`src/hw/rtl/sre_pkg.sv`:
```
// Package for the simple regex stream matcher.
// Holds the pattern limits, the special byte codes, the operation and register codes,
// and the per-position types shared by the decoder, the cells and the top level.
package sre_pkg;

  // Pattern storage: sixteen byte positions plus one end position
  localparam int unsigned MaxPattern = 16;
  localparam int unsigned NumCells   = MaxPattern + 1;
  localparam int unsigned LenW       = 5;

  // Special pattern bytes
  localparam logic [7:0] ChStar   = 8'h2A;
  localparam logic [7:0] ChDot    = 8'h2E;
  localparam logic [7:0] ChDollar = 8'h24;
  localparam logic [7:0] ChCaret  = 8'h5E;

  // Input operation codes
  typedef enum logic {
    OpByte = 1'b0,
    OpEnd  = 1'b1
  } op_e;

  // Configuration register indexes
  typedef enum logic [1:0] {
    CfgFirstBytes = 2'd0,
    CfgLastBytes  = 2'd1,
    CfgLength     = 2'd2
  } cfg_idx_e;

  // Decoded view of one pattern position
  typedef struct packed {
    logic [7:0] pat_byte; // pattern byte at this position
    logic       live;     // position lies inside the pattern
    logic       star;     // next byte is a star, this byte repeats
    logic       fdollar;  // final dollar anchor
    logic       at_end;   // position equals the pattern length
    logic       keep;     // position survives the length mask
  } cell_attr_t;

  // What one cell hands on to its neighbours
  typedef struct packed {
    logic skip; // zero-length star: position two further is reachable
    logic adv;  // byte matched: next position is live for the next byte
  } cell_link_t;

  // Per-cell status gathered by the top level
  typedef struct packed {
    logic end_hit;    // pattern end reached
    logic dollar_hit; // final dollar position reached
  } cell_stat_t;

endpackage

```
`src/hw/rtl/sre_decode.sv`:
```
// Pattern decoder for the simple regex stream matcher.
// Turns the configuration registers into per-position attributes for the cell row.
// Depends on sre_pkg.
module sre_decode (
  input  logic [63:0]                                     first_bytes_i,
  input  logic [63:0]                                     last_bytes_i,
  input  logic [sre_pkg::LenW-1:0]                        length_i,
  output sre_pkg::cell_attr_t [sre_pkg::NumCells-1:0]     attr_o,
  output logic                                            anchored_o
);

  logic [sre_pkg::LenW-1:0]      len_sat;
  logic [7:0]                    pat [sre_pkg::MaxPattern];
  logic [sre_pkg::NumCells-1:0]  live;

  // Saturate the length at the pattern capacity
  assign len_sat = (length_i > sre_pkg::LenW'(sre_pkg::MaxPattern))
                 ? sre_pkg::LenW'(sre_pkg::MaxPattern) : length_i;

  // Unpack the bytes and find where the pattern ends (length or first zero byte)
  always_comb begin
    for (int k = 0; k < sre_pkg::MaxPattern; k++) begin
      if (k < 8) pat[k] = first_bytes_i[8*k +: 8];
      else       pat[k] = last_bytes_i[8*(k-8) +: 8];
    end
    live = '0;
    for (int k = 0; k < sre_pkg::MaxPattern; k++) begin
      live[k] = (sre_pkg::LenW'(k) < len_sat) && (pat[k] != 8'h00)
              && ((k == 0) || live[(k == 0) ? 0 : k-1]);
    end
  end

  // Per-position attributes
  always_comb begin
    for (int k = 0; k < sre_pkg::NumCells; k++) begin
      attr_o[k].pat_byte = (k < sre_pkg::MaxPattern) ? pat[(k < sre_pkg::MaxPattern) ? k : 0]
                                                     : 8'h00;
      attr_o[k].live     = live[k];
      attr_o[k].star     = '0;
      attr_o[k].fdollar  = '0;
      if (k < sre_pkg::MaxPattern) begin
        attr_o[k].star    = live[k+1] && (attr_o[k].pat_byte == 8'h00 ? 1'b0 : 1'b1)
                          && (pat[(k+1 < sre_pkg::MaxPattern) ? k+1 : 0] == sre_pkg::ChStar)
                          && (k+1 < sre_pkg::MaxPattern);
        attr_o[k].fdollar = live[k] && !live[k+1] && (pat[k] == sre_pkg::ChDollar);
      end
      if (k == 0) begin
        attr_o[k].at_end = !live[0];
        attr_o[k].keep   = 1'b1;
      end else begin
        attr_o[k].at_end = live[(k == 0) ? 0 : k-1] && !live[k];
        attr_o[k].keep   = live[(k == 0) ? 0 : k-1];
      end
    end
  end

  // A leading caret anchors the match at the start of the text
  assign anchored_o = live[0] && (pat[0] == sre_pkg::ChCaret);

endmodule

```
`src/hw/rtl/sre_cell.sv`:
```
// One pattern position of the matcher row.
// Holds the position's active bit and passes star skips and byte advances along the row.
// Depends on sre_pkg.
module sre_cell (
  input  logic                 clk_i,
  input  logic                 rst_ni,
  input  sre_pkg::cell_attr_t  attr_i,
  input  logic [7:0]           text_byte_i,
  input  logic                 inject_i,  // start position for this text byte
  input  logic                 step_i,    // text byte accepted
  input  logic                 clear_i,   // end of text accepted
  input  logic                 skip_i,    // from the cell two positions back
  input  logic                 adv_i,     // from the previous cell
  output sre_pkg::cell_link_t  link_o,
  output sre_pkg::cell_stat_t  stat_o
);

  logic act_q, act_d;
  logic cur, closed, hit, adv_self;

  // Current set bit, closed over zero-length stars
  assign cur    = (act_q && attr_i.keep) || inject_i;
  assign closed = cur || skip_i;
  assign hit    = (attr_i.pat_byte == sre_pkg::ChDot) || (attr_i.pat_byte == text_byte_i);

  assign link_o.skip = closed && attr_i.live && attr_i.star;
  assign link_o.adv  = closed && attr_i.live && !attr_i.star && !attr_i.fdollar && hit;
  assign adv_self    = closed && attr_i.live && attr_i.star && hit;

  assign stat_o.end_hit    = closed && attr_i.at_end;
  assign stat_o.dollar_hit = closed && attr_i.live && attr_i.fdollar;

  // Next active bit
  always_comb begin
    act_d = act_q;
    if (clear_i)     act_d = 1'b0;
    else if (step_i) act_d = adv_self || adv_i;
  end

  always_ff @(posedge clk_i or negedge rst_ni) begin
    if (!rst_ni) act_q <= 1'b0;
    else         act_q <= act_d;
  end

endmodule

```
`src/hw/rtl/simple_regex_stream_matcher_unit.sv`:
```
// Simple regex stream matcher, top level: registers, cell row, result register.
// Throughput: one transaction per cycle unless an untaken result stalls the input;
// the whole row updates on each text byte. The result reaches the output register
// in the cycle after end of text; a held result being taken does not stop input.
// Reset: pattern registers, active positions and flags clear, no result pending.
// Depends on sre_pkg, sre_decode and sre_cell.
module simple_regex_stream_matcher_unit (
  input  logic        clk_i,
  input  logic        rst_ni,
  // configuration
  input  logic        cfg_valid_i,
  output logic        cfg_ready_o,
  input  logic [1:0]  cfg_index_i,
  input  logic [63:0] cfg_data_i,
  // text input
  input  logic        in_valid_i,
  output logic        in_ready_o,
  input  logic        op_i,
  input  logic [7:0]  text_byte_i,
  // result output
  output logic        out_valid_o,
  input  logic        out_ready_i,
  output logic        matched_o
);

  localparam int unsigned N = sre_pkg::NumCells;

  logic [63:0]                 first_bytes_q, last_bytes_q;
  logic [sre_pkg::LenW-1:0]    length_q;
  logic                        text_started_q, text_started_d;
  logic                        match_seen_q, match_seen_d;
  logic                        out_valid_q, out_valid_d;
  logic                        matched_q, matched_d;

  sre_pkg::cell_attr_t [N-1:0] attr;
  sre_pkg::cell_link_t [N-1:0] link;
  sre_pkg::cell_stat_t [N-1:0] stat;
  logic                        anchored;
  logic [N-1:0]                inject, end_hits, dollar_hits;
  logic                        accept, step, clear, end_any, dollar_any;

  // Configuration writes
  assign cfg_ready_o = 1'b1;

  always_ff @(posedge clk_i or negedge rst_ni) begin
    if (!rst_ni) begin
      first_bytes_q <= '0;
      last_bytes_q  <= '0;
      length_q      <= '0;
    end else if (cfg_valid_i) begin
      unique case (sre_pkg::cfg_idx_e'(cfg_index_i))
        sre_pkg::CfgFirstBytes: first_bytes_q <= cfg_data_i;
        sre_pkg::CfgLastBytes:  last_bytes_q  <= cfg_data_i;
        sre_pkg::CfgLength:     length_q      <= cfg_data_i[sre_pkg::LenW-1:0];
        default: ;
      endcase
    end
  end

  // Pattern decode
  sre_decode u_decode (
    .first_bytes_i (first_bytes_q),
    .last_bytes_i  (last_bytes_q),
    .length_i      (length_q),
    .attr_o        (attr),
    .anchored_o    (anchored)
  );

  // Input handshake
  assign in_ready_o = !out_valid_q || out_ready_i;
  assign accept     = in_valid_i && in_ready_o;
  assign step       = accept && (sre_pkg::op_e'(op_i) == sre_pkg::OpByte);
  assign clear      = accept && (sre_pkg::op_e'(op_i) == sre_pkg::OpEnd);

  // Start positions: every byte when unanchored, first byte only after a caret
  always_comb begin
    inject    = '0;
    inject[0] = !anchored;
    inject[1] = anchored && !text_started_q;
  end

  // Cell row
  for (genvar i = 0; i < N; i++) begin : g_cell
    logic skip_in, adv_in;
    if (i >= 2) begin : g_skip
      assign skip_in = link[i-2].skip;
    end else begin : g_noskip
      assign skip_in = 1'b0;
    end
    if (i >= 1) begin : g_adv
      assign adv_in = link[i-1].adv;
    end else begin : g_noadv
      assign adv_in = 1'b0;
    end

    sre_cell u_cell (
      .clk_i       (clk_i),
      .rst_ni      (rst_ni),
      .attr_i      (attr[i]),
      .text_byte_i (text_byte_i),
      .inject_i    (inject[i]),
      .step_i      (step),
      .clear_i     (clear),
      .skip_i      (skip_in),
      .adv_i       (adv_in),
      .link_o      (link[i]),
      .stat_o      (stat[i])
    );

    assign end_hits[i]    = stat[i].end_hit;
    assign dollar_hits[i] = stat[i].dollar_hit;
  end

  assign end_any    = |end_hits;
  assign dollar_any = |dollar_hits;

  // Text flags and result register
  always_comb begin
    text_started_d = text_started_q;
    match_seen_d   = match_seen_q;
    out_valid_d    = out_valid_q && !out_ready_i;
    matched_d      = matched_q;
    if (step) begin
      text_started_d = 1'b1;
      match_seen_d   = match_seen_q || end_any;
    end else if (clear) begin
      text_started_d = 1'b0;
      match_seen_d   = 1'b0;
      out_valid_d    = 1'b1;
      matched_d      = match_seen_q || end_any || dollar_any;
    end
  end

  always_ff @(posedge clk_i or negedge rst_ni) begin
    if (!rst_ni) begin
      text_started_q <= 1'b0;
      match_seen_q   <= 1'b0;
      out_valid_q    <= 1'b0;
    end else begin
      text_started_q <= text_started_d;
      match_seen_q   <= match_seen_d;
      out_valid_q    <= out_valid_d;
    end
  end

  always_ff @(posedge clk_i) begin
    matched_q <= matched_d;
  end

  assign out_valid_o = out_valid_q;
  assign matched_o   = matched_q;

  // Checks
  a_end_gives_result: assert property (@(posedge clk_i) disable iff (!rst_ni)
    clear |=> out_valid_q)
    else $error("end of text did not produce a result");

  a_end_clears_flags: assert property (@(posedge clk_i) disable iff (!rst_ni)
    clear |=> (!text_started_q && !match_seen_q))
    else $error("text flags not cleared after end of text");

  a_ready_only_on_stall: assert property (@(posedge clk_i) disable iff (!rst_ni)
    !in_ready_o |-> (out_valid_q && !out_ready_i))
    else $error("input stalled without a pending result");

  a_empty_pattern_matches: assert property (@(posedge clk_i) disable iff (!rst_ni)
    (clear && !attr[0].live) |=> matched_q)
    else $error("empty pattern failed to match");

endmodule

```
`config.mk`:
```
export PLATFORM = sky130hd
export DESIGN_NAME = simple_regex_stream_matcher_unit
export DESIGN_NICKNAME = d
export VERILOG_FILES = /design/src/hw/rtl/sre_pkg.sv /design/src/hw/rtl/sre_decode.sv /design/src/hw/rtl/sre_cell.sv /design/src/hw/rtl/simple_regex_stream_matcher_unit.sv
export SDC_FILE = /design/constraint.sdc
export NUM_CORES = 1
export LEC_CHECK = 0
export BUFFER_PORTS_ARGS = -buffer_cell sky130_fd_sc_hd__buf_2
export CAP_MARGIN = 20
export CORE_MARGIN = 2
export CORE_UTILIZATION = 62
export DETAILED_ROUTE_END_ITERATION = 6
export PLACE_DENSITY = 0.81
export SLEW_MARGIN = 20
export SYNTH_ARGS = -nofsm -noshare
export SYNTH_HDL_FRONTEND = slang
export SYNTH_HIERARCHICAL = 1
export SYNTH_SLANG_ARGS = --single-unit
export TNS_END_PERCENT = 100
```
`constraint.sdc`:
```
create_clock -name clk_i -period 9.22 [get_ports clk_i]
set_clock_uncertainty 0.2 [all_clocks]
set_input_delay 1.844 -clock clk_i [delete_from_list [all_inputs] [get_ports clk_i]]
set_output_delay 1.844 -clock clk_i [all_outputs]
set_load 0.005 [all_outputs]
```
* Word-level counts from Yosys, hierarchy flattened
Index checks and enable logic that the tools add are counted.
Widths: inputs -> output; s select.
** Cells by class
- Eq/ne operators :: 66
- Magnitude comparators :: 17
- Bitwise logic cells :: 2
- Muxes and demuxes :: 55
- Reduce and logical (&&, ||, !) cells :: 380
** Operators with widths (number)
- $eq 8x6->1 const B :: 47
- $logic_and 1x1->1 :: 240
- $eq 8x8->1 :: 16
- $reduce_bool 8->1 :: 16
- $logic_not 8->1 :: 15
- $mux 1 :: 54
- $logic_not 1->1 :: 51
- $logic_or 1x1->1 :: 50
- $lt 4x5->1 const A :: 8
- $lt 3x5->1 const A :: 4
- $reduce_or 17->1 :: 1
- $reduce_or 16->1 :: 1
- $lt 1x5->1 const A :: 2
- $lt 2x5->1 const A :: 2
- $eq 8x7->1 const B :: 1
- $reduce_and 2->1 :: 4
- $gt 5x5->1 const B :: 1
- $mux 5 :: 1
- $eq 2x1->1 const B :: 1
- $eq 2x2->1 const B :: 1
- $logic_not 2->1 :: 1
- $not 1->1 :: 2
- $reduce_bool 2->1 :: 1
** Storage, ports and cells
- Bits in registers :: 154
- Word-level logic and storage cells :: 544

* Logic depth before layout (Yosys ltp)
- Depth after elaboration :: 35
- Depth in mapped cells :: 36
- Depth with buffers taken out :: 35

* Cells and area by module
The synthesis kept the hierarchy.
** By module, submodules not included
- simple_regex_stream_matcher_unit :: instances 1, sequential area each 3433.3 um^2, cells an instance 314, area an instance 5272.6 um^2
- sre_cell :: instances 17, sequential area each 25.0 um^2, cells an instance 26, area an instance 210.2 um^2
- sre_decode :: instances 1, sequential area each 0.0 um^2, cells an instance 384, area an instance 2615.0 um^2

* Least setup slack after synthesis
Ideal clock, no wire load.
- Kind :: register to register
- Start point :: reg first_bytes_q[8]
- End point :: reg matched_q (netlist: matched_o), data pin
- Data required time :: 8757 ps
- Setup slack :: 2738 ps
- Clock period less this slack :: 6482 ps
- Setup time :: 263 ps
- Arrival :: 6020 ps
- Cell stages (with the launch flop) :: 34
- Path through :: dfrtp_1 -> nor4_1 -> a32oi_2 -> and2_1 -> and3_1 -> and4b_1 -> and2_1 -> a211oi_1 -> nor2b_1 -> and2_1 -> a211oi_1 -> nor2b_1 -> and2_1 -> a211oi_1 -> nor2b_1 -> and2_1 -> a211oi_1 -> nor2b_1 -> and2_1 -> a211oi_1 -> nor2b_1 -> and2_1 -> a211oi_1 -> nor2b_1 -> and2_1 -> a211oi_1 -> nor2b_1 -> and2_1 -> a211oi_1 -> nor2b_1 -> nor4_1 -> nand3_1 -> nor4_4 -> nand2_1
** RTL lines
- start: declaration :: line simple_regex_stream_matcher_unit.sv:28 : logic [63:0] first_bytes_q, last_bytes_q;
- start signal: assignment :: line simple_regex_stream_matcher_unit.sv:52 : sre_pkg::CfgFirstBytes: first_bytes_q <= cfg_data_i;
- end signal: assignment :: line simple_regex_stream_matcher_unit.sv:147 : matched_q <= matched_d;
- end: declaration :: line simple_regex_stream_matcher_unit.sv:33 : logic matched_q, matched_d;

==> impl_metrics.env <==
export IMPL_cp_data_arrival_time_ps=7450
export IMPL_r2r_worst_path_cells=33
export IMPL_fin_crit_sh=0.810
export IMPL_grt_ovfl_total=0
export IMPL_core_sq_um=18000
export IMPL_syn_cell_area_sq_um=11400
export IMPL_p_leak_uw=0.00460
export IMPL_rsz0062_at_grt="no"
export IMPL_cts_buffer_depth=2
export IMPL_h_tree_depth=4
export IMPL_grt_pass1_wl_microns=43600
export IMPL_start_util=0.634
export IMPL_area_delta_synth_final_pct=0.0440
export IMPL_hold_violations=0
export IMPL_min_path_cells=2
export IMPL_max_freq_mhz=134
export IMPL_dieWidth_microns=140
export IMPL_slew_headroom=0.319
export IMPL_row_count=49
export IMPL_finalMaxSlewViolations=0
export IMPL_diodes=0
export IMPL_io_pins=84
export IMPL_drtIter0Drc=622
export IMPL_dp_hpwl_microns=18900
export IMPL_utilization=0.635
export IMPL_postRouteAntennaNets=0
export IMPL_grt_max_degree=85
export IMPL_drive_gt1_frac=0.262
export IMPL_fin_ws_ps=1750
export IMPL_die_h_microns=140
export IMPL_wire_per_inst_microns=20.3
export IMPL_nNetsFinal=1172
export IMPL_avgSynthCellArea_sq_um=10.1
export IMPL_period_needed_ps=7470
export IMPL_drv_cap=0
export IMPL_stdcell_count=1334
export IMPL_cts_sinks=154
export IMPL_wirelength_microns=27100
export IMPL_path_class="reg -> reg"
export IMPL_hold_buffers=0
export IMPL_numCtsBuffers=17
export IMPL_yosysWarnings=6
export IMPL_dp_cells=1302
export IMPL_numPortBuffers=82
export IMPL_crit_fanout=5
export IMPL_die_area_sq_um=19500
export IMPL_cts_root_buf="clkbuf_16"
export IMPL_worst_pin_slew_ps=1010
export IMPL_num_vias=8308
export IMPL_setup_viol=0
export IMPL_crit_top_cell="and2_1"
export IMPL_worst_hold_slack_ps=294
export IMPL_grt_pass1_vias=8224
export IMPL_worst_setup_path_start_kind="register"
export IMPL_clk_latency_ps=440
export IMPL_cts_tree="done"
export IMPL_clk_pin_slew_ps=60
export IMPL_hp_class="reg -> reg"
export IMPL_global_route_usage_total=0.282
export IMPL_peakVddDrop_mv=0.163
export IMPL_drt_pre_antenna_iters=6
export IMPL_gp_congestion=0.994
export IMPL_worst_path_largest_cell_delay_ps=500
export IMPL_required_ps=9200
export IMPL_powerDensity_nw_per_um2=191
export IMPL_slowest_stage="nor4_1"
export IMPL_post_cts_resized=0
export IMPL_vias_per_cell=6.23
export IMPL_syn_inst=1137
export IMPL_status="finished, final reports clean"
export IMPL_dpl_worst_slack_ps=1840
export IMPL_setup_tns_ps=0
export IMPL_antenna_found_initial=0
export IMPL_endpoint_kind="register"
export IMPL_route_detailed_drc=0
export IMPL_postCtsSetupRepairBufs=0
-- registers in the layout, indices dropped and copies added (netlist names) --
name,flops
first_bytes_q,64
last_bytes_q,64
length_q,5
text_started_q,1
g_cell.u_cell/act_q,17
out_valid_o,1
match_seen_q,1
matched_o,1
-- cell type report --
cell class                      instances  area [sq um]
Fill cell                            1465          6590
Multi-Input combinational cell        821          6250
Sequential cell                       154          3860
Timing Repair Buffer                   87           458
Clock buffer                           19           453
Tap cell                              229           287
Clock inverter                         13          93.8
Inverter                               11          41.3
-- metal layers --
metal	share of wire	GRT usage	vias to the layer above	wire length [microns]
met1	0.43	0.372	4072	11500
met5	0	0	-	0
met2	0.48	0.459	361	12900
met4	0.032	0.117	0	866
met3	0.067	0.0526	70	1800
li1	-	-	3805	-
-- worst max-delay path, delay by kind of cell, from the launching register on --
kind	cells	cell delay, ps
DFF	1	410
AOI/OAI and AO/OA	9	2530
and+or+nand+nor	24	4070
-- power breakdown --
group / total, uW / internal [uW] / switching (uW)
logic: 550 / 260 / 290
clock network: 657 / 359 / 297
registers: 973 / 792 / 181
-- metrics by stage --
stage	instance area, sq um	power, uW
after floorplan	11500	1530
after global placement	10900	1500
after detailed placement	10900	1520
after CTS	11400	2180
after global routing	11400	2290
final	11400	2180
-- final timing paths --
path | from | endpoint | slack (ps)
hold / removal | match_seen_q | match_seen_q | 290
min in group asynchronous | rst_ni | last_bytes_q[30] | 1200
setup / recovery | first_bytes_q[8] | matched_o | 1750
max in group asynchronous | rst_ni | match_seen_q | 6440
setup reg to reg | first_bytes_q[8] | matched_o | 1750
hold reg to reg | match_seen_q | match_seen_q | 290
-- placed cells by master (no fill, tap or decap), types with 32 or more instances in the layout --
| cell | n |
|---|---|
| nand2_1 | 43 |
| and2_1 | 33 |
| nor2_1 | 47 |
| conb_1 | 32 |
| xor2_1 | 136 |
| a21oi_1 | 37 |
| nor2b_1 | 54 |
| buf_2 | 81 |
| mux2_2 | 125 |
| dfrtp_1 | 153 |
| nor4_1 | 89 |
Power figures use the tool's default switching activity.
